===== config.mk =====
export PLATFORM = sky130hd
export DESIGN_NAME = tleg_ctrl
export DESIGN_NICKNAME = d
export VERILOG_FILES = /design/src/hw/rtl/tleg_pkg.sv /design/src/hw/rtl/tleg_ctrl.sv
export SDC_FILE = /design/constraint.sdc
export NUM_CORES = 1
export LEC_CHECK = 0
export BUFFER_PORTS_ARGS = -buffer_cell sky130_fd_sc_hd__clkbuf_2
export CORE_AREA = 2 2 39 41
export CTS_CLUSTER_DIAMETER = 200
export CTS_CLUSTER_SIZE = 10
export DETAILED_ROUTE_END_ITERATION = 8
export DIE_AREA = 0 0 41 43
export HOLD_SLACK_MARGIN = 0.15
export PLACE_DENSITY = 0.67
export SLEW_MARGIN = 25
export SYNTH_ARGS = -nofsm -noshare
export SYNTH_HDL_FRONTEND = slang
export SYNTH_SLANG_ARGS = --single-unit

===== constraint.sdc =====
create_clock -name clk -period 1.64 [get_ports clk]
set_input_delay 0.082 -clock clk [delete_from_list [all_inputs] [get_ports clk]]
set_output_delay 0.082 -clock clk [all_outputs]
set_load 0.005 [all_outputs]

===== src/hw/rtl/tleg_pkg.sv =====
// ----------------------------------------------------------------------------
// Triangular lattice edge generator package
// Shared widths, register and request codes, and the control and status
// bundles that pass between the controller and the datapath.
// ----------------------------------------------------------------------------
`default_nettype none

package tleg_pkg;

    localparam int MAX_ROWS    = 1024;
    localparam int MAX_ROW_LEN = 1024;

    localparam int ROW_W   = $clog2(MAX_ROWS);        // row number
    localparam int POS_W   = $clog2(MAX_ROW_LEN);     // position within a row
    localparam int LEN_W   = 11;                      // row length
    localparam int COORD_W = 11;                      // leftmost coordinate
    localparam int BASE_W  = 21;                      // prefix sum of lengths
    localparam int VTX_W   = 20;                      // vertex index
    localparam int K_W     = COORD_W + 1;             // lattice coordinate
    localparam int CNT_W   = 11;                      // rows_in_use register
    localparam int PROD_W  = CNT_W + LEN_W;           // lex product width

    localparam int CFG_IDX_W  = 2;
    localparam int CFG_DATA_W = 11;

    localparam int ENTRY_W = LEN_W + COORD_W + BASE_W;

    typedef enum logic [CFG_IDX_W-1:0] {
        CFG_DIRECTED = 2'd0,
        CFG_MUTUAL   = 2'd1,
        CFG_LEX      = 2'd2,
        CFG_ROWS     = 2'd3
    } cfg_idx_t;

    localparam logic REQ_LOAD = 1'b0;
    localparam logic REQ_ENUM = 1'b1;

    // Candidate neighbors, in emission order.
    localparam logic [1:0] EDGE_RIGHT   = 2'd0;
    localparam logic [1:0] EDGE_UP      = 2'd1;
    localparam logic [1:0] EDGE_UP_LEFT = 2'd2;

    typedef struct packed {
        logic       accept;     // input transaction taken this cycle
        logic       row_latch;  // row table data of the vertex's row is present
        logic       nbr_latch;  // row table data of the row above is present
        logic       calc;       // compute the selected neighbor's index
        logic       out_load;   // load the result register
        logic       out_rev;    // load the reversed edge
        logic [1:0] edge_sel;   // selected candidate neighbor
    } cmd_t;

    typedef struct packed {
        logic req_enum;   // incoming request is an enumeration
        logic row_valid;  // incoming row is inside the lattice
        logic vertex_ok;  // vertex position is inside its row
        logic nbr_any;    // at least one neighbor exists
        logic exist_sel;  // selected neighbor exists
        logic later;      // a neighbor after the selected one exists
        logic dual;       // each edge is followed by its reverse
    } sts_t;

endpackage

`default_nettype wire


===== src/hw/rtl/tleg_ctrl.sv =====
// ----------------------------------------------------------------------------
// Edge generator controller
// Sequences table reads, neighbor index calculation and result delivery.
// ----------------------------------------------------------------------------
`default_nettype none

module tleg_ctrl (
    input  wire logic           clk,
    input  wire logic           rst_n,
    input  wire logic           in_valid,
    output logic                in_ready,
    output logic                out_valid,
    input  wire logic           out_ready,
    input  wire tleg_pkg::sts_t sts,
    output tleg_pkg::cmd_t      cmd
);
    import tleg_pkg::*;

    typedef enum logic [2:0] {
        S_IDLE,
        S_ROW,
        S_NBR,
        S_CALC,
        S_FWD,
        S_REV
    } state_t;

    state_t     state_reg, state_next;
    logic [1:0] edge_reg, edge_next;
    logic       out_valid_reg, out_valid_next;
    logic       accept;
    logic       out_free;

    assign in_ready  = (state_reg == S_IDLE);
    assign out_valid = out_valid_reg;
    assign accept    = in_valid && in_ready;
    assign out_free  = !out_valid_reg || out_ready;

    always_comb
    begin
        cmd          = '0;
        cmd.accept   = accept;
        cmd.edge_sel = edge_reg;
        state_next   = state_reg;
        edge_next    = edge_reg;

        unique case (state_reg)
            S_IDLE:
            begin
                if (accept && sts.req_enum && sts.row_valid)
                begin
                    state_next = S_ROW;
                end
            end
            S_ROW:
            begin
                cmd.row_latch = 1'b1;
                state_next    = sts.vertex_ok ? S_NBR : S_IDLE;
            end
            S_NBR:
            begin
                cmd.nbr_latch = 1'b1;
                edge_next     = EDGE_RIGHT;
                state_next    = sts.nbr_any ? S_CALC : S_IDLE;
            end
            S_CALC:
            begin
                if (sts.exist_sel)
                begin
                    cmd.calc   = 1'b1;
                    state_next = S_FWD;
                end
                else
                begin
                    edge_next = edge_reg + 2'd1;
                end
            end
            S_FWD:
            begin
                if (out_free)
                begin
                    cmd.out_load = 1'b1;
                    if (sts.dual)
                    begin
                        state_next = S_REV;
                    end
                    else if (sts.later)
                    begin
                        edge_next  = edge_reg + 2'd1;
                        state_next = S_CALC;
                    end
                    else
                    begin
                        state_next = S_IDLE;
                    end
                end
            end
            S_REV:
            begin
                if (out_free)
                begin
                    cmd.out_load = 1'b1;
                    cmd.out_rev  = 1'b1;
                    if (sts.later)
                    begin
                        edge_next  = edge_reg + 2'd1;
                        state_next = S_CALC;
                    end
                    else
                    begin
                        state_next = S_IDLE;
                    end
                end
            end
            default:
            begin
                state_next = S_IDLE;
            end
        endcase

        if (cmd.out_load)
        begin
            out_valid_next = 1'b1;
        end
        else if (out_ready)
        begin
            out_valid_next = 1'b0;
        end
        else
        begin
            out_valid_next = out_valid_reg;
        end
    end

    always_ff @(posedge clk or negedge rst_n)
    begin
        if (!rst_n)
        begin
            state_reg     <= S_IDLE;
            edge_reg      <= EDGE_RIGHT;
            out_valid_reg <= 1'b0;
        end
        else
        begin
            state_reg     <= state_next;
            edge_reg      <= edge_next;
            out_valid_reg <= out_valid_next;
        end
    end

endmodule

`default_nettype wire


==> reports/qor.csv, run 1 <==
metric;value;unit
muxShareOfSynthArea;0;%
powerDensity;1460;nW/um2
dieArea;1760;um2
yosysWarningCount;0;
ys_seq_area_share;33.3;%
dr.pass1.iters;4;
status;completed;
syn_area_per_cell;8.04;um2
timing.rr.start;state_reg[1];
clock_power_share;17.3;%
track_usage;14.1;%
vias;495;
synth_compound_area_share;24.2;%
fp.dieH;43;um
drv_cap;0;
clk_latency;0.25;ns
initial_core_util;32.5;%
ant_nets;0;
slew_headroom;79.8;%
synth_xor_area_share;0;%
setup_tns;0;ns
dr.first_iter.drc_count;6;
grt_pass1_wl;1720;um
nets;88;
hpwlAfterDp;848;um
path_max_fanout;11;
grt.overflow.total;0;
worstPathRequired;1.79;ns
rsz0062_at_grt;no;
combinationalPowerShare;48.2;%
p_switching;0.348;mW
cts_tree;done;
clk_path_buf_depth;2;
regToRegSetupSlack;0.24;ns
p_leak;0.287;nW
fin_crit_sh;85.6;%
synth-seq-cells;6;
min_path_type;primary input to register;
wl;1120;um
drive_gt1_share;34.7;%
worst_slew_pin_slew;0.303;ns
clock_skew;0.00282;ns
synth_cells;56;
seq_power_share;34.4;%
yosys.area_share.simple;31.4;%
fillerInstances;160;
critPathCaptureType;register;
whs;0.174;ns
cp.arrival;1.56;ns
fmax;712;MHz
rows;14;
setup_viol_count_final;0;
grt_pass1_vias;432;
io_pins;21;
synth.distinct_cells;26;
core;1380;um2
start_kind;register;
final_cell_mix;clkbuf_2 (20), nand2_1 (6), a21oi_1 (6), dfrtp_1 (6);
synth_top_family_by_area;simple AND/OR/NAND/NOR gates;
utilization;40.8;%
crit_end;edge_reg[1];
largest_register_ffs;3;
cts_root_buffer;clkbuf_4;
hold_viol_final;0;
min_period;1.40;ns
startpoint;state_reg[1];
clk_transition_reported_paths;0.05;ns
io_buffer_count;20;
drc;0;
critical_path_class;register to register;
syn_area;450;um2
area_delta_synth_final;25.3;%
wl_per_cell;12.4;um
ir_worst_vdd;595;uV
internal_power;0.475;mW
diodes;0;
synthAdderAreaFrac;0;%
clkSinkCount;6;
layout_commonest_cell;clkbuf_2;
rr_endpoint;edge_reg[1];
grt_max_degree;12;
switching_share;42.3;%
maxSlewViolCount;0;
cts_buffers;3;
die_w;41;um
syn-num-nets;67;
vias_per_cell;5.44;
antenna_found_initial;0;
place_congestion;0.753;
htree_levels;1;
rr_worst_depth;4;
layer usage:
metal	wire, um	vias up	part of all wire [%]	track usage, %
li1	-	240	-	-
met1	513	235	46	19.9
met2	518	18	46	19.4
met3	80	2	7.1	4.19
met4	11	0	0.98	6.00
met5	0	-	0	0
stage by stage:
| stage | setup WS (ns) | cells | total power [mW] | cell area, um2 |
|---|---|---|---|---|
| 2_1_floorplan | 0.405 | 56 | 0.573 | 450 |
| 3_3_place_gp | 0.286 | 87 | 0.673 | 532 |
| 3_5_place_dp | 0.249 | 87 | 0.680 | 532 |
| 4_1_cts | 0.226 | 91 | 0.831 | 564 |
| 5_1_grt | 0.0782 | 91 | 0.887 | 564 |
| 6_report | 0.236 | 91 | 0.823 | 564 |
worst min-delay path by stage:
stage	startpoint	end	slack (ns)	depth (start not counted)
5_1_grt	sts[2]	state_reg[1]	0.18	4
6_report	sts[2]	state_reg[1]	0.17	4
3_5_place_dp	rst_n	state_reg[1]	-0.07	1
2_1_floorplan	rst_n	edge_reg[0]	-0.21	0
3_3_place_gp	rst_n	state_reg[1]	-0.07	1
4_1_cts	sts[2]	state_reg[1]	0.18	4
repair_timing:
item	4_1_cts	5_1_grt
setup buffers	0	0
hold endpoints to repair	6	0
hold buffers	1	0
gates resized for setup	0	0
endpoints found under the setup margin	0	0
cell type report:
type	instances	area [um2]	share of cell area (%)
Sequential cell	6	150	26.6
Tap cell	16	20.0	3.55
Inverter	3	11.3	2.00
Multi-Input combinational cell	42	250	44.3
Timing Repair Buffer	21	110	19.5
Clock buffer	3	22.5	3.99
critical path, cell delays in order (launching register included):
cell      delay [ns]
dfrtp_1         0.47
and2b_4         0.32
a41o_1          0.19
a31oi_1         0.09
a311oi_1        0.23
cells by family (layout without fill, tap and decap cells):
kind of cell           after synthesis  count (layout)
and+or+nand+nor                     25              25
AOI/OAI and AO/OA                   17              17
buffers and inverters                8              27
DFF                                  6               6
Yosys cell counts:
cell type  number  area, um2
nand3b_1        2       15.0
nor3b_2         1       12.5
o21ai_0         2       10.0
nor3_1          3       15.0
nor2b_1         2       12.5
dfrtp_1         6        150
a41o_1          1       10.0
a41oi_1         1       8.76
and2b_4         1       10.0
nand3_1         1       5.00
nand2b_1        3       18.8
nor2_1          3       11.3
a31o_1          1       8.76
a311oi_1        1       8.76
nand4_1         1       6.26
a22oi_1         1       7.51
and2_1          1       6.26
buf_2           1       5.00
o22ai_1         2       12.5
buf_4           3       22.5
nand2_1         6       22.5
inv_1           3       11.3
a31oi_1         2       12.5
buf_6           1       11.3
a21oi_1         6       30.0
or2_2           1       6.26
power groups by stage:
| stage | clock [mW] | sequential (mW) | combinational (mW) |
|---|---|---|---|
| floorplan | 0 | 0.228 | 0.345 |
| global placement | 0 | 0.278 | 0.395 |
| detailed placement | 0 | 0.286 | 0.394 |
| CTS | 0.149 | 0.281 | 0.400 |
| global route | 0.154 | 0.293 | 0.440 |
| finish | 0.143 | 0.284 | 0.397 |
Note: power is estimated with default switching activity, not from simulation.
==> run 2: changes to the inputs <==
--- a/config.mk
+++ b/config.mk
@@ -11,6 +11,7 @@
 export CTS_CLUSTER_SIZE = 10
 export DETAILED_ROUTE_END_ITERATION = 8
 export DIE_AREA = 0 0 41 43
+export GPL_TIMING_DRIVEN = 0
 export HOLD_SLACK_MARGIN = 0.15
 export PLACE_DENSITY = 0.67
 export SLEW_MARGIN = 25
==> reports/qor.csv, run 2 (synthesis gave the netlist of run 1 again) <==
metric;value;unit
drive_gt1_share;38.8;%
clk_path_buf_depth;2;
critPathCaptureType;output pin;
cts_root_buffer;clkbuf_4;
grt_max_degree;11;
final_cell_mix;clkbuf_2 (20), nand2_1 (6), a21oi_1 (6), dfrtp_1 (6);
fillerInstances;147;
track_usage;14.0;%
die_w;41;um
fp.dieH;43;um
critical_path_class;register to output pin;
clk_latency;0.24;ns
wl_per_cell;11.2;um
status;completed;
hpwlAfterDp;829;um
slew_headroom;80.9;%
clock_skew;0.00276;ns
diodes;0;
setup_viol_count_final;0;
initial_core_util;32.5;%
vias;479;
dr.pass1.iters;4;
path_max_fanout;9;
area_delta_synth_final;33.9;%
regArea;150;um2
grt.overflow.total;0;
cts_buffers;3;
dpl_cell_area;571;um2
whs;0.173;ns
dp_cells;92;
clk_transition_reported_paths;0.04;ns
cp.arrival;1.39;ns
final_cells;96;
vias_per_cell;4.99;
min_path_type;primary input to register;
grt_pass1_wl;1680;um
hold_viol_final;0;
setup_tns;0;ns
clkSinkCount;6;
drv_cap;0;
worst_slew_pin_slew;0.285;ns
fmax;678;MHz
p_leak;0.313;nW
drc;0;
dieArea;1760;um2
rows;14;
regToRegSetupSlack;0.30;ns
rsz0062_at_grt;no;
utilization;43.6;%
layout_commonest_cell;clkbuf_2;
cts_tree;done;
worstPathRequired;1.56;ns
io_pins;21;
start_kind;register;
wl;1070;um
nets;93;
multi_input_area;250;um2
ir_worst_vdd;611;uV
ant_nets;0;
place_congestion;0.770;
powerDensity;1430;nW/um2
post_cts_buffers;0;
antenna_found_initial;0;
htree_levels;1;
dr.first_iter.drc_count;13;
grt_pass1_vias;419;
fin_area;603;um2
fin_crit_sh;90.0;%
largest_register_ffs;3;
maxSlewViolCount;0;
core;1380;um2
min_period;1.48;ns
io_buffer_count;20;
[run 2: changes by cell type in the layout (fill, tap and decap cells not counted)]
cell,change
buf_2,+1
buf_4,+3
buf_6,+1
[run 2: per-stage QoR]
step | power (mW) | setup slack [ns]
after floorplan | 0.573 | 0.405
final | 0.862 | 0.165
after detailed placement | 0.731 | 0.316
after global placement | 0.726 | 0.314
after CTS | 0.871 | 0.150
after global routing | 0.944 | 0.0681
[run 2: area by class of cell]
cell class,count,area share (%)
inverter,3,1.87
timing repair buffer,21,18.3
tap,16,3.32
sequential,6,24.9
multi-input combinational,42,41.5
buffer,5,6.43
clock buffer,3,3.73
[run 2: timing repair]
item	4_1_cts	5_1_grt
endpoints found under the hold margin	6	0
resized for setup	0	0
hold buffers	1	0
endpoints found under the setup margin	0	0
[run 2: final timing paths]
check | start | to | depth (start not counted)
worst max register to register | state_reg[2] | edge_reg[1] | 5
worst max-delay path | state_reg[0] | cmd[7] | 5
worst min register to register | edge_reg[1] | edge_reg[1] | 1
worst min-delay path | sts[2] | state_reg[1] | 4
min in group asynchronous | rst_n | state_reg[1] | 2
max in group asynchronous | rst_n | out_valid | 2
[run 2: per-layer routing]
layer | vias to the layer above | GRT usage (%) | wire length [um]
li1 | 250 | - | -
met1 | 215 | 19.0 | 507
met2 | 14 | 20.6 | 505
met3 | 0 | 7.85 | 59
met4 | 0 | 0 | 0
met5 | - | 0 | 0
[run 2: worst max-delay path, stage by stage (launching register included)]
cell and delay (ns):
dfrtp_1 0.35, buf_2 0.17, nor3_1 0.28, and2_1 0.17, buf_4 0.09, clkbuf_2 0.10
[run 2: power by group]
| part | total (mW) | switching, mW | internal (mW) |
|---|---|---|---|
| combinational | 0.506 | 0.266 | 0.240 |
| sequential | 0.228 | 0.0291 | 0.198 |
| clock | 0.129 | 0.0463 | 0.0823 |
| total | 0.862 | 0.341 | 0.521 |
